[config.mk]
export PLATFORM = sky130hd
export DESIGN_NAME = backup_power_switch_monitor
export DESIGN_NICKNAME = d
export VERILOG_FILES = /design/src/bpsm_pkg.sv /design/src/backup_power_switch_monitor.sv /design/src/bpsm_core.sv
export VERILOG_INCLUDE_DIRS = /design/src /design/src/src
export SDC_FILE = /design/constraint.sdc
export NUM_CORES = 1
export LEC_CHECK = 0
export BUFFER_PORTS_ARGS = -buffer_cell sky130_fd_sc_hd__buf_2
export CORE_MARGIN = 3
export CORE_UTILIZATION = 41
export DETAILED_ROUTE_END_ITERATION = 7
export PLACE_DENSITY_LB_ADDON = 0.15
export SYNTH_ARGS = -nofsm -noshare
export SYNTH_HDL_FRONTEND = slang
export SYNTH_SLANG_ARGS = --single-unit
[constraint.sdc]
create_clock -name clk -period 3.4 [get_ports clk]
set_input_delay 0.17 -clock clk [delete_from_list [all_inputs] [get_ports clk]]
set_output_delay 0.17 -clock clk [all_outputs]
set_load 0.005 [all_outputs]
[src/backup_power_switch_monitor_macros.svh]
// Assertion helpers for the backup power switch monitor.
// Each macro expects clk and rst_n in the scope where it is used.
`ifndef BACKUP_POWER_SWITCH_MONITOR_MACROS_SVH
`define BACKUP_POWER_SWITCH_MONITOR_MACROS_SVH

// The consequent must hold in the same cycle as the antecedent.
`define BPSM_ASSERT_SAME(lbl, ante, cons) \
  lbl: assert property (@(posedge clk) disable iff (!rst_n) (ante) |-> (cons)) \
    else $error("bpsm assertion failed");

// The consequent must hold in the cycle after the antecedent.
`define BPSM_ASSERT_NEXT(lbl, ante, cons) \
  lbl: assert property (@(posedge clk) disable iff (!rst_n) (ante) |=> (cons)) \
    else $error("bpsm assertion failed");

`endif

[src/bpsm_pkg.sv]
package bpsm_pkg;

  localparam int THR_W     = 10;
  localparam int OFF_W     = 17;
  localparam int CLR_W     = 16;
  localparam int HOLD_W    = 24;
  localparam int CFG_W     = 24;
  localparam int CFG_IDX_W = 3;
  localparam int PORT_W    = 6;
  localparam int PHASE_W   = 2;

  // Phase codes.
  localparam logic [PHASE_W-1:0] PH_WAIT = 2'd0;
  localparam logic [PHASE_W-1:0] PH_MON  = 2'd1;
  localparam logic [PHASE_W-1:0] PH_BATT = 2'd2;
  localparam logic [PHASE_W-1:0] PH_REST = 2'd3;

  // Output pin patterns.
  localparam logic [PORT_W-1:0] PAT_OFF  = 6'h00;
  localparam logic [PORT_W-1:0] PAT_GOOD = 6'h11;
  localparam logic [PORT_W-1:0] PAT_DIP  = 6'h12;
  localparam logic [PORT_W-1:0] PAT_BATT = 6'h1A;
  localparam logic [PORT_W-1:0] PAT_BOOT = 6'h31;

  // Register indexes.
  localparam logic [CFG_IDX_W-1:0] REG_ARM   = 3'd0;
  localparam logic [CFG_IDX_W-1:0] REG_GOOD  = 3'd1;
  localparam logic [CFG_IDX_W-1:0] REG_OFF   = 3'd2;
  localparam logic [CFG_IDX_W-1:0] REG_CLEAR = 3'd3;
  localparam logic [CFG_IDX_W-1:0] REG_BATT  = 3'd4;
  localparam logic [CFG_IDX_W-1:0] REG_REST  = 3'd5;

  // Register reset values.
  localparam logic [THR_W-1:0]  ARM_RST   = 10'd120;
  localparam logic [THR_W-1:0]  GOOD_RST  = 10'd121;
  localparam logic [OFF_W-1:0]  OFF_RST   = 17'd100000;
  localparam logic [CLR_W-1:0]  CLEAR_RST = 16'd1000;
  localparam logic [HOLD_W-1:0] BATT_RST  = 24'd15000;
  localparam logic [HOLD_W-1:0] REST_RST  = 24'd2000;

  typedef struct packed {
    logic [THR_W-1:0]  arm_threshold;
    logic [THR_W-1:0]  good_threshold;
    logic [OFF_W-1:0]  off_timeout;
    logic [CLR_W-1:0]  clear_hold;
    logic [HOLD_W-1:0] battery_hold;
    logic [HOLD_W-1:0] rest_hold;
  } cfg_t;

  // Packed so that the port pattern sits in the low bits.
  typedef struct packed {
    logic [PHASE_W-1:0] phase;
    logic [PORT_W-1:0]  port_value;
  } res_t;

endpackage

[src/backup_power_switch_monitor.sv]
// Channel  Direction  Transfer when          Payload
// in_      slave      in_tvalid & in_tready   in_tdata: sample
// out_     master     out_tvalid & out_tready out_tdata: port_value, phase
// cfg_     write      cfg_wr_en               cfg_index selects, cfg_wdata holds value
//
// One item per cycle while in_tready is high. The result of an item is registered
// before it shows on out_; the phase and counter update is a single compare and
// decrement stage. A two-entry output buffer (output register plus skid register)
// lets one more item in while out_tready is low; in_tready drops once both are full.
// rst_n is synchronous and restores the register defaults and the boot pattern.
module backup_power_switch_monitor #(
  parameter int SAMPLE_WIDTH = 10
) (
  input  logic                                 clk,
  input  logic                                 rst_n,
  // [SAMPLE_WIDTH-1:0] sample, zero padding above
  input  logic [((SAMPLE_WIDTH+7)/8)*8-1:0]    in_tdata,
  input  logic                                 in_tvalid,
  output logic                                 in_tready,
  // [5:0] port_value, [7:6] phase
  output logic [7:0]                           out_tdata,
  output logic                                 out_tvalid,
  input  logic                                 out_tready,
  input  logic                                 cfg_wr_en,
  input  logic [bpsm_pkg::CFG_IDX_W-1:0]       cfg_index,
  input  logic [bpsm_pkg::CFG_W-1:0]           cfg_wdata
);

  bpsm_pkg::cfg_t cfg_r;
  bpsm_pkg::res_t res;
  bpsm_pkg::res_t out_data_r, skid_data_r;
  logic           out_valid_r, skid_valid_r;
  logic           in_fire;
  logic           out_load;

  always_ff @(posedge clk) begin
    if (!rst_n) begin
      cfg_r.arm_threshold  <= bpsm_pkg::ARM_RST;
      cfg_r.good_threshold <= bpsm_pkg::GOOD_RST;
      cfg_r.off_timeout    <= bpsm_pkg::OFF_RST;
      cfg_r.clear_hold     <= bpsm_pkg::CLEAR_RST;
      cfg_r.battery_hold   <= bpsm_pkg::BATT_RST;
      cfg_r.rest_hold      <= bpsm_pkg::REST_RST;
    end else if (cfg_wr_en) begin
      case (cfg_index)
        bpsm_pkg::REG_ARM:   cfg_r.arm_threshold  <= cfg_wdata[bpsm_pkg::THR_W-1:0];
        bpsm_pkg::REG_GOOD:  cfg_r.good_threshold <= cfg_wdata[bpsm_pkg::THR_W-1:0];
        bpsm_pkg::REG_OFF:   cfg_r.off_timeout    <= cfg_wdata[bpsm_pkg::OFF_W-1:0];
        bpsm_pkg::REG_CLEAR: cfg_r.clear_hold     <= cfg_wdata[bpsm_pkg::CLR_W-1:0];
        bpsm_pkg::REG_BATT:  cfg_r.battery_hold   <= cfg_wdata[bpsm_pkg::HOLD_W-1:0];
        bpsm_pkg::REG_REST:  cfg_r.rest_hold      <= cfg_wdata[bpsm_pkg::HOLD_W-1:0];
        default: ;
      endcase
    end
  end

  assign in_tready = !skid_valid_r;
  assign in_fire   = in_tvalid && in_tready;
  assign out_load  = !out_valid_r || out_tready;

  bpsm_core #(
    .SAMPLE_WIDTH(SAMPLE_WIDTH)
  ) u_core (
    .clk    (clk),
    .rst_n  (rst_n),
    .step   (in_fire),
    .sample (in_tdata[SAMPLE_WIDTH-1:0]),
    .cfg    (cfg_r),
    .res    (res)
  );

  // The skid register only fills while the output register is stalled, and it
  // drains into the output register before any new result.
  always_ff @(posedge clk) begin
    if (!rst_n) begin
      out_valid_r  <= 1'b0;
      skid_valid_r <= 1'b0;
    end else if (out_load) begin
      if (skid_valid_r) begin
        out_valid_r  <= 1'b1;
        skid_valid_r <= 1'b0;
      end else begin
        out_valid_r <= in_fire;
      end
    end else if (in_fire) begin
      skid_valid_r <= 1'b1;
    end
  end

  always_ff @(posedge clk) begin
    if (out_load) begin
      if (skid_valid_r) begin
        out_data_r <= skid_data_r;
      end else if (in_fire) begin
        out_data_r <= res;
      end
    end else if (in_fire) begin
      skid_data_r <= res;
    end
  end

  assign out_tvalid = out_valid_r;
  assign out_tdata  = out_data_r;

`include "backup_power_switch_monitor_macros.svh"

  `BPSM_ASSERT_SAME(a_skid_behind_out, skid_valid_r, out_valid_r)
  `BPSM_ASSERT_NEXT(a_stall_fills_skid, in_fire && out_valid_r && !out_tready, skid_valid_r)
  `BPSM_ASSERT_SAME(a_rest_is_off, out_valid_r && out_data_r.phase == bpsm_pkg::PH_REST, out_data_r.port_value == bpsm_pkg::PAT_OFF)
  `BPSM_ASSERT_SAME(a_batt_pattern, out_valid_r && out_data_r.phase == bpsm_pkg::PH_BATT, out_data_r.port_value == bpsm_pkg::PAT_BATT)

endmodule

[src/bpsm_core.sv]
module bpsm_core #(
  parameter int SAMPLE_WIDTH = 10
) (
  input  logic                    clk,
  input  logic                    rst_n,
  input  logic                    step,
  input  logic [SAMPLE_WIDTH-1:0] sample,
  input  bpsm_pkg::cfg_t          cfg,
  output bpsm_pkg::res_t          res
);

  localparam int CMP_W = (SAMPLE_WIDTH > bpsm_pkg::THR_W) ? SAMPLE_WIDTH : bpsm_pkg::THR_W;

  logic [bpsm_pkg::PHASE_W-1:0] phase_r, phase_nxt;
  logic [bpsm_pkg::PORT_W-1:0]  port_r, port_nxt;
  logic [SAMPLE_WIDTH-1:0]      prev_r, prev_nxt;
  logic [bpsm_pkg::OFF_W-1:0]   off_r, off_nxt, off_mid;
  logic [bpsm_pkg::CLR_W-1:0]   hold_r, hold_nxt;
  logic [bpsm_pkg::HOLD_W-1:0]  delay_r, delay_nxt;
  logic                         enter_batt;

  logic [CMP_W-1:0] s_ext, prev_ext, arm_ext, good_ext;
  logic             s_good, prev_good;

  assign s_ext     = CMP_W'(sample);
  assign prev_ext  = CMP_W'(prev_r);
  assign arm_ext   = CMP_W'(cfg.arm_threshold);
  assign good_ext  = CMP_W'(cfg.good_threshold);
  assign s_good    = s_ext > good_ext;
  assign prev_good = prev_ext > good_ext;

  always_comb begin
    phase_nxt  = phase_r;
    port_nxt   = port_r;
    prev_nxt   = prev_r;
    off_mid    = off_r;
    hold_nxt   = hold_r;
    delay_nxt  = delay_r;
    enter_batt = 1'b0;
    case (phase_r)
      bpsm_pkg::PH_WAIT: begin
        // Arming keeps no sample; the pattern changes only to battery.
        if (s_ext < arm_ext) begin
          port_nxt = bpsm_pkg::PAT_OFF;
        end else begin
          phase_nxt  = bpsm_pkg::PH_MON;
          off_mid    = cfg.off_timeout;
          enter_batt = (cfg.off_timeout == '0);
        end
      end
      bpsm_pkg::PH_MON: begin
        prev_nxt = sample;
        if (s_good && prev_good) begin
          off_mid = cfg.off_timeout;
          if (hold_r == '0) begin
            port_nxt = bpsm_pkg::PAT_GOOD;
          end else begin
            hold_nxt = hold_r - 1'b1;
          end
        end else if (!s_good) begin
          if (off_r != '0) begin
            off_mid = off_r - 1'b1;
          end
          hold_nxt = cfg.clear_hold;
          port_nxt = bpsm_pkg::PAT_DIP;
        end
        enter_batt = (off_mid == '0);
      end
      bpsm_pkg::PH_BATT: begin
        if (delay_r <= bpsm_pkg::HOLD_W'(1)) begin
          phase_nxt = bpsm_pkg::PH_REST;
          port_nxt  = bpsm_pkg::PAT_OFF;
          delay_nxt = cfg.rest_hold;
        end else begin
          delay_nxt = delay_r - 1'b1;
        end
      end
      default: begin
        if (delay_r <= bpsm_pkg::HOLD_W'(1)) begin
          phase_nxt = bpsm_pkg::PH_WAIT;
          port_nxt  = bpsm_pkg::PAT_OFF;
          delay_nxt = '0;
        end else begin
          delay_nxt = delay_r - 1'b1;
        end
      end
    endcase
    off_nxt = off_mid;
    if (enter_batt) begin
      phase_nxt = bpsm_pkg::PH_BATT;
      port_nxt  = bpsm_pkg::PAT_BATT;
      delay_nxt = cfg.battery_hold;
    end
  end

  assign res.phase      = phase_nxt;
  assign res.port_value = port_nxt;

  always_ff @(posedge clk) begin
    if (!rst_n) begin
      phase_r <= bpsm_pkg::PH_WAIT;
      port_r  <= bpsm_pkg::PAT_BOOT;
      prev_r  <= '0;
      off_r   <= bpsm_pkg::OFF_RST;
      hold_r  <= '0;
      delay_r <= '0;
    end else if (step) begin
      phase_r <= phase_nxt;
      port_r  <= port_nxt;
      prev_r  <= prev_nxt;
      off_r   <= off_nxt;
      hold_r  <= hold_nxt;
      delay_r <= delay_nxt;
    end
  end

endmodule

==> results of run 1 <==
-- per-stage QoR --
stage          setup slack, ns  utilization
6_report                -0.255        0.540
4_1_cts                 -0.228        0.523
3_5_place_dp            -0.431        0.470
5_1_grt                 -0.377        0.540
3_3_place_gp            -0.386        0.470
2_1_floorplan          0.00666            -
-- sequential cells by signal, summed over array words and instances, names as in the netlist --
signal           count
cfg_r              101
out_tdata            8
out_tvalid           1
skid_data_r          8
skid_valid_r         1
u_core.delay_r      24
u_core.hold_r       16
u_core.off_r        17
u_core.phase_r       2
u_core.port_r        6
u_core.prev_ext     10
-- where the power goes --
| part | switching (mW) | leakage, nW | internal (mW) | total [mW] |
|---|---|---|---|---|
| Combinational | 0.586 | 3.25 | 0.428 | 1.01 |
| Sequential | 0.0550 | 1.60 | 2.38 | 2.44 |
| Clock | 1.01 | 0.279 | 1.05 | 2.06 |
-- layout make-up --
type	count	area (um2)	area share
Sequential cell	194	4050	0.307
Clock buffer	18	429	0.0325
Tap cell	324	405	0.0307
Timing Repair Buffer	202	1630	0.123
Clock inverter	14	158	0.0119
Multi-Input combinational cell	1003	6360	0.481
Inverter	48	185	0.0140
-- what timing repair did --
| item | CTS | global route |
|---|---|---|
| cloned | 4 | 1 |
| buffers inserted | 14 | 17 |
| hold endpoints to repair | 14 | 0 |
| hold buffers | 7 | 0 |
| endpoints found under the setup margin | 47 | 49 |
| gates resized for setup | 88 | 72 |
| pin swaps | 27 | 36 |
-- metal layers --
layer  routed length (um)  global-route usage  part of all wire  vias up
met1                16000               0.360              0.47     4965
met3                 1960              0.0325             0.057       53
met2                15700               0.389              0.46      350
met5                    0                   0                 0        -
li1                     -                   -                 -     5010
met4                  691              0.0765             0.020        0
-- final timing paths --
check,start,to,slack (ns)
hold reg to reg,cfg_r[82]$_SDFFE_PN0P_,cfg_r[82]$_SDFFE_PN0P_,0.46
setup / recovery,cfg_r[86]$_SDFFE_PN1P_,u_core.delay_r[0]$_SDFFE_PN0P_,-0.25
setup reg to reg,cfg_r[86]$_SDFFE_PN1P_,u_core.delay_r[0]$_SDFFE_PN0P_,-0.25
hold / removal,cfg_wdata[16],cfg_r[40]$_SDFFE_PN0P_,0.01
-- worst reg2reg max path, cell delays in order, from the launching register on --
cell      delay, ns
dfxtp_2        0.33
inv_2          0.05
ha_4           0.26
nand4_1        0.18
buf_4          0.20
buf_6          0.11
o31ai_4        0.25
buf_6          0.14
buf_4          0.16
o21ai_1        0.10
mux2_4         0.34
or3_4          0.41
buf_4          0.15
a211oi_2       0.21
a41oi_2        0.20
mux2_4         0.36
a21oi_2        0.10
-- cell usage after synthesis (4+ instances only) --
cell type	number	area [um2]
a21oi_1	149	746
nand4_1	8	50.1
o21a_1	17	128
edfxtp_1	16	480
nor3_1	42	210
dfxtp_1	178	3560
nor2_1	85	319
clkbuf_1	74	278
nor3b_1	10	75.1
nand2b_1	7	43.8
xnor2_1	10	87.6
ha_1	34	425
a22oi_1	6	45.0
o211ai_1	18	135
o32a_1	5	50.1
xor2_1	4	35.0
a311oi_1	4	35.0
a21boi_0	16	120
o21ai_0	64	320
nor2b_1	8	50.1
o221a_2	6	67.6
buf_2	4	20.0
and3_1	14	87.6
o31ai_1	6	45.0
nor4_1	14	87.6
inv_1	45	169
a221oi_1	5	43.8
a211oi_1	10	75.1
o22ai_1	12	75.1
a31oi_1	17	106
nand3_1	44	220
a41oi_1	4	35.0
nand2_1	276	1040
and2_1	15	93.8
mux2_2	6	67.6
or3_1	11	68.8
a21o_1	11	82.6
-- logic make-up after synthesis --
| kind of cell | after synthesis | share of synthesized area |
|---|---|---|
| buffers and inverters | 134 | 0.0523 |
| XOR/XNOR | 14 | 0.0120 |
| adder cells (fa/ha/maj) | 34 | 0.0415 |
| flip-flops | 194 | 0.395 |
| AND/OR/NAND/NOR | 551 | 0.244 |
| AO/OA/AOI/OAI | 394 | 0.246 |
| multiplexers | 9 | 0.00953 |
==> flow_summary.json, run 1 <==
{
  "postRouteAntennaNets": 0,
  "finalWirelength_mm": 34.4,
  "async_flop_share": 0,
  "min_path_type": "in2reg",
  "violations": "setup timing",
  "fp.dieArea_um2": 26900,
  "cp.depth": 16,
  "wl_per_cell_um": 19.1,
  "synth-main-ff-cell": "dfxtp_1",
  "start_kind": "flip-flop",
  "fmax_mhz": 274,
  "die_x_um": 164,
  "ir_drop_mv": 0.287,
  "setup_tns_ns": -7.12,
  "htree_num_levels": 4,
  "cts_tree": "built",
  "stdcell_count": 1803,
  "maxCapViolations": 0,
  "rsz0062_at_grt": "true",
  "cts_num_sinks": 194,
  "antenna_found_initial": 0,
  "yosysSeqAreaShare": 0.395,
  "rows": 57,
  "clkLatencyLatePin_ns": 0.44,
  "design_area_um2": 13200,
  "critPathBufInv": 6,
  "fin_crit_sh": 1.07,
  "place.port_buffers": 51,
  "final_layout_size_suffix_gt1_frac": 0.242,
  "n_fill_cell": 2292,
  "cts.reportedPaths.clkPinSlew_ns": 0.08,
  "first_pass_iters": 6,
  "grt_use_total": 0.250,
  "layout_common_cells": "nand2_1 (273), dfxtp_1 (171), a21oi_1 (126), buf_4 (119), nor2_1 (82)",
  "synth_nets": 1412,
  "first_iter_violations": 872,
  "drc": 0,
  "clockBufferDepth": 2,
  "cts-root-buf": "clkbuf_16",
  "fp.dieH_um": 164,
  "worst-path-max-fanout": 6,
  "worstHoldPathCells": 3,
  "fin_ws_ns": -0.255,
  "crit_family": "compound AO/OA/AOI/OAI gates",
  "grt_pass1_vias": 9759,
  "crit_arrival_ns": 4.01,
  "drv_slew": 0,
  "slew_headroom": 0.289,
  "final_nets": 1548,
  "place_area_um2": 11500,
  "required_ns": 3.76,
  "grt_overflow": 0,
  "crit_path_end_kind": "flip-flop",
  "power.density_nw_per_um2": 417,
  "cp_slowest_cell": "or3_4",
  "vias": 10378,
  "ios": 58,
  "fp.coreArea_um2": 24500,
  "setup_viol": 45,
  "area_growth_pct": 29.0,
  "vias_per_cell": 5.76,
  "synth_area_per_cell_um2": 7.70,
  "cts_buffers": 17,
  "crit_chain": "inv_2 > ha_4 > nand4_1 > buf_4 > buf_6 > o31ai_4 > buf_6 > buf_4 > o21ai_1 > mux2_4 > or3_4 > buf_4 > a211oi_2 > a41oi_2 > mux2_4 > a21oi_2",
  "hpwlAfterDp_mm": 22.0,
  "syn_area_um2": 10200,
  "grt_first_pass_wirelength_mm": 53.2,
  "dp.cells": 1733,
  "critPathMaxStageDelay_ns": 0.41,
  "fin_skew_ns": 0.0141,
  "worst_pin_slew_ns": 1.07,
  "grt_max_degree": 60,
  "synth_edf_count": 16,
  "diodes": 0,
  "gp_congestion": 0.956,
  "worstSetupPathType": "reg2reg",
  "total_power_mw": 5.51,
  "cpMostUsedCell": "buf_4",
  "worstRegToRegCells": 16,
  "whs_ns": 0.0129,
  "synth_cell_types": 80,
  "period_needed_ns": 3.65,
  "p_leak_nw": 5.12,
  "ys_seq_elements": 194,
  "final-hold-violation-count": 0,
  "synthesis.instances": 1330,
  "mostFrequentLayoutCell": "nand2_1",
  "status": "complete, but fails checks",
  "start_util": 0.419,
  "ys_warn_count": 0
}
(Power assumes the default switching activity.)
==> inputs of run 2 (changes only) <==
--- a/config.mk
+++ b/config.mk
@@ -6,7 +6,7 @@
 export SDC_FILE = /design/constraint.sdc
 export NUM_CORES = 1
 export LEC_CHECK = 0
-export BUFFER_PORTS_ARGS = -buffer_cell sky130_fd_sc_hd__buf_2
+export BUFFER_PORTS_ARGS = -buffer_cell sky130_fd_sc_hd__buf_4
 export CORE_MARGIN = 3
 export CORE_UTILIZATION = 41
 export DETAILED_ROUTE_END_ITERATION = 7
==> run 2 against run 1 <==
Compared with the run above:
- the run still ends with setup timing left
- worst setup slack gained 0.016 ns
- routed wire length shrank 5.9%
- flip-flop and latch count unchanged
- critical path depth unchanged
- clock skew rose by 0.0015 ns
- largest power group unchanged
==> flow_summary.json, run 2 (synthesis results as in run 1) <==
{
  "crit_arrival_ns": 3.82,
  "crit_path_end_kind": "flip-flop",
  "power.internal_mw": 3.93,
  "cts.reportedPaths.clkPinSlew_ns": 0.08,
  "htree_num_levels": 4,
  "wl_per_cell_um": 18.1,
  "drc": 0,
  "p_comb_frac": 0.173,
  "reg_top3": "cfg_r (101), u_core.delay_r (24), u_core.off_r (17)",
  "grt_pass1_vias": 9416,
  "final_layout_size_suffix_gt1_frac": 0.209,
  "drv_slew": 0,
  "fin_ws_ns": -0.239,
  "pwr-share-clk": 0.385,
  "ios": 58,
  "mostFrequentLayoutCell": "nand2_1",
  "required_ns": 3.58,
  "maxCapViolations": 0,
  "switching_share": 0.287,
  "worst_pin_slew_ns": 1.17,
  "antenna_found_initial": 0,
  "clockBufferDepth": 2,
  "clkLatencyLatePin_ns": 0.44,
  "die_x_um": 164,
  "ir_drop_mv": 0.326,
  "grt_max_degree": 59,
  "dp_slack_ns": -0.440,
  "fp.coreArea_um2": 24500,
  "cts_tree": "built",
  "switchingPower_mw": 1.58,
  "seqPwrFrac": 0.442,
  "fin_crit_sh": 1.07,
  "vias": 10041,
  "power.density_nw_per_um2": 428,
  "crit_family": "compound AO/OA/AOI/OAI gates",
  "min_path_type": "in2reg",
  "grt_use_total": 0.241,
  "critPathBufInv": 6,
  "final_nets": 1531,
  "violations": "setup timing",
  "p_leak_nw": 5.04,
  "postRouteAntennaNets": 0,
  "layout_common_cells": "nand2_1 (272), dfxtp_1 (174), buf_4 (166), a21oi_1 (145), nor2_1 (83)",
  "area_growth_pct": 25.6,
  "rows": 57,
  "rsz0062_at_grt": "true",
  "crit_chain": "inv_1 > ha_4 > nand4_1 > buf_4 > o31a_1 > buf_4 > buf_4 > a211oi_4 > xnor2_1 > a32o_2 > and3_4 > a41oi_4 > buf_12 > buf_6 > o211ai_4 > mux2_4",
  "setup_viol": 40,
  "worst-path-max-fanout": 7,
  "fp.dieH_um": 164,
  "first_iter_violations": 647,
  "diodes": 0,
  "start_kind": "flip-flop",
  "hpwlAfterDp_mm": 21.9,
  "cts_buffers": 17,
  "regMostFlops": "cfg_r",
  "place.port_buffers": 51,
  "finalWirelength_mm": 32.3,
  "cts-root-buf": "clkbuf_16",
  "largest_reg_flops": 101,
  "critPathMaxStageDelay_ns": 0.38,
  "grt_first_pass_wirelength_mm": 51.4,
  "fp.dieArea_um2": 26900,
  "start_util": 0.419,
  "final-hold-violation-count": 0,
  "fmax_mhz": 275,
  "period_needed_ns": 3.64,
  "fin_skew_ns": 0.0155,
  "grt_overflow": 0,
  "slew_headroom": 0.220,
  "gp_congestion": 0.933,
  "vias_per_cell": 5.63,
  "cts_num_sinks": 194,
  "first_pass_iters": 5,
  "worstSetupPathType": "reg2reg",
  "cp_slowest_cell": "o31a_1",
  "status": "complete, but fails checks",
  "cpMostUsedCell": "buf_4",
  "whs_ns": 0.0197
}
==> run 2: area by class of cell <==
type                       instances  area [um2]
timing repair buffer             186        1530
clock buffer                      18         439
fill                            2345       11600
sequential                       194        4050
tap                              324         405
inverter                          48         183
clock inverter                    13         170
multi-input combinational       1002        6090
==> run 2: layer usage <==
metal | track usage | share of wire | up-vias
met4 | 0.0569 | 0.015 | 0
met5 | 0 | 0 | -
met3 | 0.0361 | 0.051 | 29
met2 | 0.379 | 0.45 | 242
li1 | - | - | 4977
met1 | 0.348 | 0.48 | 4793
==> run 2: timing repair <==
action,CTS,global route
buffers inserted,6,8
hold buffers,9,0
gates resized for setup,65,28
cloned,0,1
hold endpoints to repair,17,0
setup endpoints to repair,47,48
pin swaps,19,10
==> run 2: worst paths after layout <==
kind	startpoint	slack (ns)	cells after the start	end
setup / recovery	cfg_r[90]$_SDFFE_PN0P_	-0.24	16	out_tdata[1]$_DFFE_PP_
hold / removal	cfg_wdata[12]	0.02	3	cfg_r[12]$_SDFFE_PN0P_
setup reg to reg	cfg_r[90]$_SDFFE_PN0P_	-0.24	16	out_tdata[1]$_DFFE_PP_
hold reg to reg	cfg_r[90]$_SDFFE_PN0P_	0.46	2	cfg_r[90]$_SDFFE_PN0P_
==> run 2: power groups by stage <==
stage                     sequential [mW]  clock, mW  combinational (mW)
after global placement               2.48          0               0.835
after global routing                 2.44       2.22                1.04
final                                2.43       2.12               0.952
after floorplan                      2.47          0               0.458
after detailed placement             2.48          0               0.840
after CTS                            2.43       2.15               0.902
==> run 2: worst min-delay path: cells and delay by family <==
kind,cells,cell delay [ns]
simple gates,1,0.06
compound gates,1,0.05
buf+inv,1,0.14
==> run 2: metrics by stage <==
stage               setup TNS (ns)  instances   util  instance area (um2)  total power, mW
floorplan                        0       1330      -                10300             2.93
global placement            -11.18       1730  0.474                11600             3.32
detailed placement          -12.96       1730  0.474                11600             3.32
CTS                          -2.69       1776  0.517                12600             5.49
global route                 -9.60       1785  0.526                12900             5.71
finish                       -6.07       1785  0.526                12900             5.51
